**src/rtl/zst_pkg.sv**
```systemverilog
// Shared types and constants for the Zhang-Suen thinning sub-pass block.
// Used by the kernel and the top level; depends on nothing else.
package zst_pkg;

    localparam int CFG_IDX_W  = 2;
    localparam int CFG_DATA_W = 11;
    localparam int DIM_W      = 11;

    localparam logic [CFG_IDX_W-1:0] CFG_IMAGE_WIDTH    = 2'd0;
    localparam logic [CFG_IDX_W-1:0] CFG_IMAGE_HEIGHT   = 2'd1;
    localparam logic [CFG_IDX_W-1:0] CFG_SUBPASS_SELECT = 2'd2;

    localparam logic [DIM_W-1:0] DIM_RESET = 11'd1024;
    localparam logic [DIM_W-1:0] DIM_MIN   = 11'd3;

    localparam logic [3:0] MIN_NEIGHBORS = 4'd2;
    localparam logic [3:0] MAX_NEIGHBORS = 4'd6;

    localparam logic SUBPASS_FIRST  = 1'b0;
    localparam logic SUBPASS_SECOND = 1'b1;

    typedef struct packed {
        logic keep;
        logic del;
    } zst_verdict_t;

endpackage

```
**src/rtl/zhang_suen_thinning_pass_top.sv**
```systemverilog
// Top level of the Zhang-Suen thinning sub-pass: counters, window, line store, result register.
// Depends on zst_pkg, zst_line_store and zst_kernel.
//
// The block takes a binary image one pixel per beat in raster order and runs one
// Zhang-Suen sub-pass (first or second, chosen by subpass_select) over it. It accepts one
// pixel every clock cycle when the output side is not stalled. The result for an interior
// pixel appears in the output register the cycle after the pixel below and to its right is
// accepted; border pixels give no result. The line store is a single-port-write, registered-read
// memory whose next address is fetched ahead, which is what allows one pixel per cycle. The line
// store has no clearing pass after reset: the first two rows of a frame fill it before any result
// uses it. Configuration must be written only while the block is idle; this is not enforced.
module zhang_suen_thinning_pass_top #(
    parameter int MAX_WIDTH  = 1024,
    parameter int MAX_HEIGHT = 1024
) (
    input  logic                          clk,
    input  logic                          rst_n,
    input  logic                          cfg_write,
    input  logic [zst_pkg::CFG_IDX_W-1:0] cfg_index,
    input  logic [zst_pkg::CFG_DATA_W-1:0] cfg_data,
    input  logic                          in_valid,
    output logic                          in_stall,
    input  logic                          pixel_in,
    output logic                          out_valid,
    input  logic                          out_stall,
    output logic                          pixel_out,
    output logic                          removed,
    output logic                          frame_last,
    output logic                          any_removed
);
    import zst_pkg::*;

    localparam int CW = $clog2(MAX_WIDTH);
    localparam int RW = $clog2(MAX_HEIGHT);

    logic [DIM_W-1:0] image_width_reg;
    logic [DIM_W-1:0] image_height_reg;
    logic             subpass_reg;

    logic [CW-1:0] col_reg, col_next;
    logic [RW-1:0] row_reg, row_next;
    logic [8:0]    window_reg, window_next;
    logic          removal_seen_reg, removal_seen_next;

    logic          out_valid_reg;
    logic          pixel_out_reg, removed_reg, frame_last_reg, any_removed_reg;

    logic [CW-1:0] last_col;
    logic [RW-1:0] last_row;
    logic          row_end, frame_end, interior, in_accept;
    logic [CW-1:0] col_step, rd_addr;
    logic [1:0]    store_rd, store_wr;
    logic          above, two;
    zst_verdict_t  verdict;

    always_ff @(posedge clk or negedge rst_n)
    begin
        if (!rst_n)
        begin
            image_width_reg  <= DIM_RESET;
            image_height_reg <= DIM_RESET;
            subpass_reg      <= SUBPASS_FIRST;
        end
        else if (cfg_write)
        begin
            unique case (cfg_index)
                CFG_IMAGE_WIDTH:    image_width_reg  <= cfg_data;
                CFG_IMAGE_HEIGHT:   image_height_reg <= cfg_data;
                CFG_SUBPASS_SELECT: subpass_reg      <= cfg_data[0];
                default:            ;
            endcase
        end
    end

    always_comb
    begin
        if (image_width_reg < DIM_MIN)
            last_col = CW'(2);
        else if (32'(image_width_reg) > MAX_WIDTH)
            last_col = CW'(MAX_WIDTH - 1);
        else
            last_col = CW'(image_width_reg - DIM_W'(1));

        if (image_height_reg < DIM_MIN)
            last_row = RW'(2);
        else if (32'(image_height_reg) > MAX_HEIGHT)
            last_row = RW'(MAX_HEIGHT - 1);
        else
            last_row = RW'(image_height_reg - DIM_W'(1));
    end

    assign in_stall  = out_valid_reg && out_stall;
    assign in_accept = in_valid && !in_stall;

    assign row_end   = col_reg >= last_col;
    assign frame_end = row_end && (row_reg >= last_row);
    assign interior  = (row_reg >= RW'(2)) && (col_reg >= CW'(2));
    assign col_step  = row_end ? '0 : col_reg + CW'(1);
    assign rd_addr   = in_accept ? col_step : col_reg;

    assign above    = store_rd[0];
    assign two      = store_rd[1];
    assign store_wr = {above, pixel_in};

    zst_line_store #(
        .DEPTH (MAX_WIDTH),
        .AW    (CW),
        .DW    (2)
    ) u_line_store (
        .clk     (clk),
        .wr_en   (in_accept),
        .wr_addr (col_reg),
        .wr_data (store_wr),
        .rd_addr (rd_addr),
        .rd_data (store_rd)
    );

    assign window_next = {pixel_in, window_reg[8:7], above, window_reg[5:4], two,
                          window_reg[2:1]};

    zst_kernel u_kernel (
        .window  (window_next),
        .subpass (subpass_reg),
        .verdict (verdict)
    );

    always_comb
    begin
        removal_seen_next = removal_seen_reg | (interior & verdict.del);
        if (row_end)
        begin
            col_next = '0;
            row_next = frame_end ? '0 : row_reg + RW'(1);
        end
        else
        begin
            col_next = col_step;
            row_next = row_reg;
        end
    end

    always_ff @(posedge clk or negedge rst_n)
    begin
        if (!rst_n)
        begin
            col_reg          <= '0;
            row_reg          <= '0;
            window_reg       <= '0;
            removal_seen_reg <= 1'b0;
        end
        else if (in_accept)
        begin
            col_reg          <= col_next;
            row_reg          <= row_next;
            window_reg       <= window_next;
            removal_seen_reg <= frame_end ? 1'b0 : removal_seen_next;
        end
    end

    always_ff @(posedge clk or negedge rst_n)
    begin
        if (!rst_n)
        begin
            out_valid_reg <= 1'b0;
        end
        else if (in_accept)
        begin
            out_valid_reg <= interior;
        end
        else if (!out_stall)
        begin
            out_valid_reg <= 1'b0;
        end
    end

    always_ff @(posedge clk)
    begin
        if (in_accept && interior)
        begin
            pixel_out_reg   <= verdict.keep;
            removed_reg     <= verdict.del;
            frame_last_reg  <= frame_end;
            any_removed_reg <= frame_end & removal_seen_next;
        end
    end

    assign out_valid   = out_valid_reg;
    assign pixel_out   = pixel_out_reg;
    assign removed     = removed_reg;
    assign frame_last  = frame_last_reg;
    assign any_removed = any_removed_reg;

    a_removed_clears: assert property (@(posedge clk) disable iff (!rst_n)
        out_valid_reg && removed_reg |-> !pixel_out_reg)
        else $error("Removed pixel is not reported as cleared.");

    a_any_only_last: assert property (@(posedge clk) disable iff (!rst_n)
        out_valid_reg && any_removed_reg |-> frame_last_reg)
        else $error("any_removed set on a beat that does not end the frame.");

    a_frame_restart: assert property (@(posedge clk) disable iff (!rst_n)
        in_accept && frame_end |=> col_reg == '0 && row_reg == '0 && !removal_seen_reg)
        else $error("Counters did not restart after the last pixel of a frame.");

    a_removal_tracked: assert property (@(posedge clk) disable iff (!rst_n)
        in_accept && interior && verdict.del && !frame_end |=> removal_seen_reg)
        else $error("A removal was not recorded for the frame summary.");

    a_stall_blocks: assert property (@(posedge clk) disable iff (!rst_n)
        out_valid_reg && out_stall |=> out_valid_reg)
        else $error("Stalled result was dropped.");

endmodule

```
**src/rtl/zst_line_store.sv**
```systemverilog
// Two-row line store: one write port and one registered read port.
// Each entry holds the pixel one row above and the pixel two rows above.
module zst_line_store #(
    parameter int DEPTH = 1024,
    parameter int AW    = 10,
    parameter int DW    = 2
) (
    input  logic          clk,
    input  logic          wr_en,
    input  logic [AW-1:0] wr_addr,
    input  logic [DW-1:0] wr_data,
    input  logic [AW-1:0] rd_addr,
    output logic [DW-1:0] rd_data
);

    logic [DW-1:0] mem [DEPTH];
    logic [DW-1:0] rd_data_reg;

    always_ff @(posedge clk)
    begin
        if (wr_en)
        begin
            mem[wr_addr] <= wr_data;
        end
    end

    always_ff @(posedge clk)
    begin
        rd_data_reg <= mem[rd_addr];
    end

    assign rd_data = rd_data_reg;

endmodule

```
**src/rtl/zst_kernel.sv**
```systemverilog
// Zhang-Suen deletion test on one 3x3 window.
// Depends on zst_pkg for the verdict type and neighbor limits.
module zst_kernel (
    input  logic [8:0]          window,
    input  logic                subpass,
    output zst_pkg::zst_verdict_t verdict
);
    import zst_pkg::*;

    logic       p1, p2, p3, p4, p5, p6, p7, p8, p9;
    logic [7:0] rising;
    logic [3:0] trans_cnt;
    logic [3:0] nbr_cnt;
    logic       m1, m2;
    logic       del;

    always_comb
    begin
        p1 = window[4];
        p2 = window[1];
        p3 = window[2];
        p4 = window[5];
        p5 = window[8];
        p6 = window[7];
        p7 = window[6];
        p8 = window[3];
        p9 = window[0];

        rising = {!p9 && p2, !p8 && p9, !p7 && p8, !p6 && p7,
                  !p5 && p6, !p4 && p5, !p3 && p4, !p2 && p3};
        trans_cnt = 4'({3'd0, rising[0]}) + 4'({3'd0, rising[1]}) +
                    4'({3'd0, rising[2]}) + 4'({3'd0, rising[3]}) +
                    4'({3'd0, rising[4]}) + 4'({3'd0, rising[5]}) +
                    4'({3'd0, rising[6]}) + 4'({3'd0, rising[7]});
        nbr_cnt = 4'({3'd0, p2}) + 4'({3'd0, p3}) + 4'({3'd0, p4}) + 4'({3'd0, p5}) +
                  4'({3'd0, p6}) + 4'({3'd0, p7}) + 4'({3'd0, p8}) + 4'({3'd0, p9});

        if (subpass == SUBPASS_FIRST)
        begin
            m1 = p2 & p4 & p6;
            m2 = p4 & p6 & p8;
        end
        else
        begin
            m1 = p2 & p4 & p8;
            m2 = p2 & p6 & p8;
        end

        del = p1 && (trans_cnt == 4'd1) && (nbr_cnt >= MIN_NEIGHBORS) &&
              (nbr_cnt <= MAX_NEIGHBORS) && !m1 && !m2;

        verdict.del  = del;
        verdict.keep = p1 & !del;
    end

endmodule

```
**config.mk**
```make
export PLATFORM = sky130hd
export DESIGN_NAME = zhang_suen_thinning_pass_top
export DESIGN_NICKNAME = d
export VERILOG_FILES = /design/src/rtl/zst_pkg.sv /design/src/rtl/zhang_suen_thinning_pass_top.sv /design/src/rtl/zst_line_store.sv /design/src/rtl/zst_kernel.sv
export SDC_FILE = /design/constraint.sdc
export NUM_CORES = 2
export LEC_CHECK = 0
export BUFFER_PORTS_ARGS = -buffer_cell sky130_fd_sc_hd__buf_2
export CELL_PAD_IN_SITES_DETAIL_PLACEMENT = 1
export CELL_PAD_IN_SITES_GLOBAL_PLACEMENT = 1
export CORE_MARGIN = 4
export CORE_UTILIZATION = 50
export CTS_BUF_LIST = sky130_fd_sc_hd__clkbuf_8
export CTS_CLUSTER_SIZE = 28
export DETAILED_ROUTE_END_ITERATION = 16
export GPL_ROUTABILITY_DRIVEN = 0
export MAX_ROUTING_LAYER = met4
export PLACE_DENSITY = 0.79
export SYNTH_ARGS = -nofsm -noshare
export SYNTH_HDL_FRONTEND = slang
export SYNTH_SLANG_ARGS = --single-unit
```
**constraint.sdc**
```tcl
create_clock -name clk -period 25 [get_ports clk]
set_clock_uncertainty 0.1 [all_clocks]
set_input_delay 1.25 -clock clk [delete_from_list [all_inputs] [get_ports clk]]
set_output_delay 1.25 -clock clk [all_outputs]
set_load 0.03 [all_outputs]
```
Word-level counts from Yosys, hierarchy flattened
Memories as Yosys holds them, arrays and structs flattened. A register that Yosys moved wholly into a read port is not among the register bits.
Index checks and enable logic that the tools add are counted.
{"block": "word_totals", "out_inout_bits": 6, "memories": 1, "in_bits": 19, "ramBits": 2048, "regBits": 58, "word_cells": 106}
{"name": "u_line_store.mem", "depth": 1024, "width": 2, "read_ports": 1, "rd_clocked_by_memory_dff": 1, "write_ports": 1, "line_no": "zst_line_store.sv:16", "rtl": "logic [DW-1:0] mem [DEPTH];"}
{"block": "classes", "n_reduce_logical": 35, "muxes": 15, "n_eq_ne": 4, "magnitude_cmp": 10, "add_sub_neg": 18, "bitwise": 11}
{"operator": "10-bit 2-to-1 mux", "count": 8}
{"operator": "4-bit by 1-bit adder with 4-bit output", "count": 12}
{"operator": "11-bit greater-than comparator, second input constant", "count": 2}
{"operator": "11-bit by 2-bit < comparator with 1-bit output, second input constant", "count": 2}
{"operator": "10-bit by 1-bit adder with 10-bit output, second input constant", "count": 2}
{"operator": "10-bit >= comparator", "count": 2}
{"operator": "10-bit by 2-bit >= comparator with 1-bit output, second input constant", "count": 2}
{"operator": "10-bit by 1-bit subtractor with 10-bit output, second input constant", "count": 2}
{"operator": "1-bit logical AND", "count": 18}
{"operator": "1-bit zero test", "count": 12}
{"operator": "1-bit bitwise AND", "count": 10}
{"operator": "2-bit AND reduction", "count": 4}
{"operator": "1-bit 2-to-1 mux", "count": 7}
{"operator": "1-bit by 1-bit adder with 2-bit output", "count": 2}
{"operator": "4-bit by 1-bit equality test with 1-bit output, second input constant", "count": 1}
{"operator": "4-bit by 2-bit >= comparator with 1-bit output, second input constant", "count": 1}
{"operator": "4-bit by 3-bit <= comparator with 1-bit output, second input constant", "count": 1}
{"operator": "2-bit by 1-bit equality test with 1-bit output, second input constant", "count": 1}
{"operator": "2-bit equality test, second input constant", "count": 1}
{"operator": "2-bit zero test", "count": 1}
{"operator": "2-bit by 1-bit != test with 1-bit output, second input constant", "count": 1}
{"operator": "1-bit bitwise OR", "count": 1}

Longest topological paths before layout
{"block": "depth", "word_depth": 18, "depth_mapped": 24, "mapped_depth_nobuf": 19}

Cells and area by module
A second synthesis with hierarchy kept.
{"block": "unflattened", "hier_cells": 5176, "area_unflattened_um2": 87496.4}
{"mod": "zst_line_store", "n_inst": 1, "seq_area_each_um2": 61539.0, "area_each_um2": 83757.8, "cells_per_inst": 4793}
{"mod": "zhang_suen_thinning_pass_top", "n_inst": 1, "seq_area_each_um2": 1398.8, "area_each_um2": 3268.1, "cells_per_inst": 327}
{"mod": "zst_kernel", "n_inst": 1, "seq_area_each_um2": 0.0, "area_each_um2": 470.5, "cells_per_inst": 56}

Worst setup path before layout
No wires, ideal clock.
{"block": "synth_timing", "path_kind": "reg-to-reg", "start": "register u_line_store.rd_data_reg[0] (netlist: u_line_store.rd_data[0]), read port of u_line_store.mem", "end": "register any_removed_reg (netlist: any_removed), data pin", "t_arrival_ps": 18242, "setup_slack_ps": 6501, "period_less_slack_ps": 18499, "setup_time_ps": 157, "stages_incl_launch_ff": 13, "path_buffers": 0, "required_ps": 24743, "path_cell_list": "dfxtp_1 inv_1 nand2_1 fa_1 fa_1 fa_1 inv_1 fa_1 nor2_1 nand4_1 a2111oi_0 a21oi_1 nor3_1"}
{"block": "synth_via", "elab_chain_len": 17, "elab_cells_between_ends": 36, "classes_between": "add/sub: 13; order compare: 2; eq/ne: 1; mux: 2; bitwise: 8; reduce/logical: 10"}
{"item": "start, declared", "line_no": "zst_line_store.sv:17", "rtl": "logic [DW-1:0] rd_data_reg;"}
{"item": "1-bit logical AND / 1-bit zero test (equally long branches)", "line_no": "zst_kernel.sv:30", "rtl": "!p5 && p6, !p4 && p5, !p3 && p4, !p2 && p3};"}
{"item": "1-bit by 1-bit adder with 2-bit output / 1-bit logical AND (equally long branches)", "line_no": "zst_kernel.sv:31, zst_kernel.sv:30"}
{"item": "4-bit by 1-bit adder with 4-bit output", "line_no": "zst_kernel.sv:31", "rtl": "trans_cnt = 4'({3'd0, rising[0]}) + 4'({3'd0, rising[1]}) +"}
{"item": "4-bit by 1-bit adder with 4-bit output (2 in series)", "line_no": "zst_kernel.sv:32", "rtl": "4'({3'd0, rising[2]}) + 4'({3'd0, rising[3]}) +"}
{"item": "4-bit by 1-bit adder with 4-bit output (2 in series)", "line_no": "zst_kernel.sv:33", "rtl": "4'({3'd0, rising[4]}) + 4'({3'd0, rising[5]}) +"}
{"item": "4-bit by 1-bit adder with 4-bit output", "line_no": "zst_kernel.sv:34", "rtl": "4'({3'd0, rising[6]}) + 4'({3'd0, rising[7]});"}
{"item": "4-bit by 1-bit equality test with 1-bit output", "line_no": "zst_kernel.sv:49", "rtl": "del = p1 && (trans_cnt == 4'd1) && (nbr_cnt >= MIN_NEIGHBORS) &&"}
{"item": "1-bit logical AND (3 in series)", "line_no": "zst_kernel.sv:49"}
{"item": "1-bit logical AND", "line_no": "zst_kernel.sv:50", "rtl": "(nbr_cnt <= MAX_NEIGHBORS) && !m1 && !m2;"}
{"item": "1-bit logical AND *", "line_no": "zst_kernel.sv:50"}
{"item": "via u_kernel.del", "line_no": "zst_kernel.sv:15", "rtl": "logic del;"}
{"item": "1-bit bitwise AND *", "line_no": "zhang_suen_thinning_pass_top.sv:129", "rtl": "removal_seen_next = removal_seen_reg | (interior & verdict.del);"}
{"item": "1-bit bitwise OR *", "line_no": "zhang_suen_thinning_pass_top.sv:129"}
{"item": "1-bit bitwise AND *", "line_no": "zhang_suen_thinning_pass_top.sv:183", "rtl": "any_removed_reg <= frame_end & removal_seen_next;"}
{"item": "end signal, assigned", "line_no": "zhang_suen_thinning_pass_top.sv:183"}
{"item": "end, declared", "line_no": "zhang_suen_thinning_pass_top.sv:46", "rtl": "logic pixel_out_reg, removed_reg, frame_last_reg, any_removed_reg;"}
The timed path passes the listed nets; every way through them passes the cells marked *.
A chain may end at the register's enable or synchronous reset.

Worst setup path after layout
{"block": "layout_timing", "start": "register image_width_reg[0]", "end": "register u_line_store.rd_data_reg[1] (netlist: u_line_store.rd_data[1]), read port of u_line_store.mem"}
{"block": "layout_via", "elab_chain_len": 6, "elab_cells_between_ends": 8, "classes_between": "add/sub: 1; order compare: 3; mux: 4"}
{"item": "start, declared", "line_no": "zhang_suen_thinning_pass_top.sv:36", "rtl": "logic [DIM_W-1:0] image_width_reg;"}
{"item": "start signal, assigned", "line_no": "zhang_suen_thinning_pass_top.sv:67", "rtl": "CFG_IMAGE_WIDTH: image_width_reg <= cfg_data;"}
{"item": "10-bit by 1-bit subtractor with 10-bit output / 11-bit greater-than comparator (equally long branches)", "line_no": "zhang_suen_thinning_pass_top.sv:82, zhang_suen_thinning_pass_top.sv:79"}
{"item": "10-bit 2-to-1 mux", "line_no": "zhang_suen_thinning_pass_top.sv:79", "rtl": "else if (32'(image_width_reg) > MAX_WIDTH)"}
{"item": "10-bit 2-to-1 mux *", "line_no": "zhang_suen_thinning_pass_top.sv:77", "rtl": "if (image_width_reg < DIM_MIN)"}
{"item": "10-bit >= comparator *", "line_no": "zhang_suen_thinning_pass_top.sv:95", "rtl": "assign row_end = col_reg >= last_col;"}
{"item": "10-bit 2-to-1 mux *", "line_no": "zhang_suen_thinning_pass_top.sv:98", "rtl": "assign col_step = row_end ? '0 : col_reg + CW'(1);"}
{"item": "10-bit 2-to-1 mux *", "line_no": "zhang_suen_thinning_pass_top.sv:99", "rtl": "assign rd_addr = in_accept ? col_step : col_reg;"}
Every way passes the cells marked *; elsewhere a longest branch is shown, timed or not.

==> flow_summary.json <==
{
  "antenna_left": 0,
  "synth.avg_cell_area_um2": 13.2,
  "cts_hold_buf": 0,
  "grt_pass1_vias": 66686,
  "die_x_um": 433,
  "cts_root_buffer": "clkbuf_8",
  "worstMarginPinSlew_ns": 1.40,
  "rsz0062_at_grt": "no",
  "worstPathCellList": "inv_1 -> ha_1 -> nand2_1 -> nor2_1 -> a21boi_0 -> o21ai_0 -> ha_1 -> nand4_1 -> o311ai_4 -> buf_12 -> o31a_2 -> buf_12 -> buf_12 -> buf_12 -> mux2i_1 -> a32oi_1 -> nand4_1 -> nand4_1 -> o21ai_0 -> nand4_1 -> and4_1",
  "clkTransAtPathRegs_ns": 0.06,
  "critPathCaptureType": "flip-flop",
  "cts_resized": 0,
  "path_class": "flip-flop to flip-flop",
  "setup_slack_ns": 16.39,
  "coreArea_mm2": 0.179,
  "vias_per_cell": 6.93,
  "cts_tree": "yes",
  "power.leakage_nw": 32.1,
  "clock_path_buffers": 4,
  "hold_viol": 0,
  "synth_edf_count": 2052,
  "post-route-period-util": 0.344,
  "grt_max_degree": 239,
  "cts.sinks": 2105,
  "grt_remaining_overflow": 0,
  "antenna_found_initial": 9,
  "start_kind": "flip-flop",
  "wirelength_um": 308000,
  "fillCellCount": 17382,
  "area_delta_synth_final_pct": 9.06,
  "synth_cell_types": 74,
  "grt_pass1_wl_um": 446000,
  "synth_warnings": 0,
  "slew_violations": 0,
  "path_max_fanout": 167,
  "h-tree-depth": 5,
  "syn_nets": 6914,
  "power_mw": 10.3,
  "synth-seq-cells": 2105,
  "std_cell_rows": 155,
  "layout_min_cycle_time_ns": 8.61,
  "first_iter_violations": 9974,
  "grt_usage": 0.332,
  "dieHeight_um": 433,
  "relSlewSlack": 0.0454,
  "drive_gt1_frac": 0.0964,
  "drc_errors": 0,
  "tns_ns": 0,
  "seq_area_frac_synth": 0.696,
  "async_flop_share": 0.0242,
  "cts_buffers": 358,
  "worstPathArrival_ns": 9.47,
  "crit_path_max_incr_delay_ns": 1.00,
  "clock_latency_ns": 1.07,
  "reg2regPathDepth": 21,
  "initial_utilization": 0.505,
  "fp.dieArea_mm2": 0.188,
  "hpwl_um": 161000,
  "timing.fmax_mhz": 116,
  "syn_area_mm2": 0.0904,
  "min-delay-path-class": "primary input to async pin",
  "p_per_area_mw_per_mm2": 104,
  "synthCells": 6853,
  "irDropWorstVdd_mv": 0.131,
  "cts_setup_buffers": 0,
  "drtPass1Iterations": 5,
  "final_nets": 6759,
  "cp.required_ns": 25.86,
  "num_vias": 64557,
  "setup_viol": 0,
  "crit_path_top_delay_cell": "o21ai_0",
  "maxCapViolations": 0,
  "outcome": "completed",
  "synth-main-ff-cell": "edfxtp_1",
  "wl_per_cell_um": 33.1,
  "io_buffers": 24,
  "ios": 25,
  "largest_reg_flops": 2048,
  "pre_cts_slack_ns": 16.60
}
[path summary, 6_finish.rpt]
| path | startpoint | to | slack (ns) |
|---|---|---|---|
| max in group asynchronous | rst_n | col_reg[6] | 24.06 |
| max reg2reg | image_width_reg[0] | u_line_store.rd_data[1] | 16.39 |
| min in group clk | cfg_data[1] | image_width_reg[1] | 0.35 |
| min | rst_n | row_reg[4] | 0.24 |
| min reg2reg | image_width_reg[4] | image_width_reg[4] | 0.45 |
| max | image_width_reg[0] | u_line_store.rd_data[1] | 16.39 |
[through the flow]
stage	util	instance area [µm²]	std cells	hold WS, ns
after floorplan	-	90400	6853	0.385
after global placement	0.516	92300	8693	0.419
after detailed placement	0.516	92300	8693	0.443
after CTS	0.551	98500	9307	0.175
after global routing	0.551	98600	9312	0.256
final	0.551	98600	9316	0.243
[metal layers]
layer,share of wire,global-route usage,up-vias
met5,0,-,-
met4,0.056,0.171,0
met3,0.12,0.0857,982
met2,0.46,0.497,4346
met1,0.37,0.420,33017
li1,-,-,26212
[synth_stat cells (9+ instances only)]
library cell | instances | area share
a2111oi_0 | 270 | 0.026
a211oi_1 | 141 | 0.012
a21o_1 | 11 | 0.00091
a21oi_1 | 36 | 0.0020
a221oi_1 | 57 | 0.0055
a22oi_1 | 61 | 0.0051
a311oi_1 | 55 | 0.0053
a32oi_1 | 112 | 0.011
and2_1 | 9 | 0.00062
and3_1 | 9 | 0.00062
buf_1 | 56 | 0.0023
buf_2 | 165 | 0.0091
clkbuf_1 | 457 | 0.019
dfrtp_1 | 49 | 0.014
edfxtp_1 | 2052 | 0.68
ha_1 | 34 | 0.0047
inv_1 | 31 | 0.0013
mux2_2 | 21 | 0.0026
mux2i_1 | 294 | 0.033
nand2_1 | 893 | 0.037
nand3_1 | 240 | 0.013
nand4_1 | 154 | 0.011
nor2_1 | 1059 | 0.044
nor3_1 | 18 | 0.0010
nor3b_1 | 9 | 0.00075
nor4_1 | 40 | 0.0028
o21ai_0 | 41 | 0.0023
o22ai_1 | 9 | 0.00062
o311a_1 | 352 | 0.039
xor2_1 | 13 | 0.0013
[logic make-up (layout without fill, tap and decap cells)]
group | after synthesis | after routing | share of synthesized area
AND/OR/NAND/NOR | 2468 | 2468 | 0.114
flip-flops | 2105 | 2105 | 0.696
AO/OA/AOI/OAI | 1182 | 1182 | 0.113
buffers and inverters | 719 | 818 | 0.0325
multiplexers | 316 | 316 | 0.0354
adder cells (fa/ha/maj) | 42 | 42 | 0.00648
XOR/XNOR | 21 | 21 | 0.00204
other | 0 | 9 | 0
[layout by cell type (no fill, tap or decap), types with 57 or more instances in the layout]
cell type | synthesis | layout
buf_4 | 7 | 130
edfxtp_1 | 2052 | 2052
nand2_1 | 893 | 858
a32oi_1 | 112 | 112
a22oi_1 | 61 | 61
mux2i_1 | 294 | 294
a221oi_1 | 57 | 57
a211oi_1 | 141 | 141
nor2_1 | 1059 | 1049
nand3_1 | 240 | 239
inv_1 | 31 | 152
o311a_1 | 352 | 352
clkbuf_8 | 0 | 369
a2111oi_0 | 270 | 270
nand4_1 | 154 | 154
clkinv_1 | 0 | 91
[critical path, delay by kind of cell, from the launching register on]
family,cells,cell delay [ns]
adders and majority gates,2,0.62
muxes,1,0.28
AOI/OAI and AO/OA,6,2.74
DFF,1,0.36
buffers and inverters,5,2.49
and+or+nand+nor,7,1.57
[final cells by class]
type / instances / area [µm²] / share of cell area
Sequential cell: 2105 / 62900 / 0.639
Multi-Input combinational cell: 4029 / 24800 / 0.252
Clock inverter: 245 / 1170 / 0.0119
Inverter: 33 / 141 / 0.00143
Clock buffer: 369 / 5080 / 0.0515
Timing Repair Buffer: 171 / 1450 / 0.0147
Antenna cell: 9 / 22.5 / 0.000228
Tap cell: 2355 / 2950 / 0.0299
[where the power goes]
| group | internal, mW | switching, mW |
|---|---|---|
| logic | 0.801 | 2.43 |
| registers | 4.17 | 0.0563 |
| clock network | 1.44 | 1.39 |
Note: power is estimated with default switching activity, not from simulation.
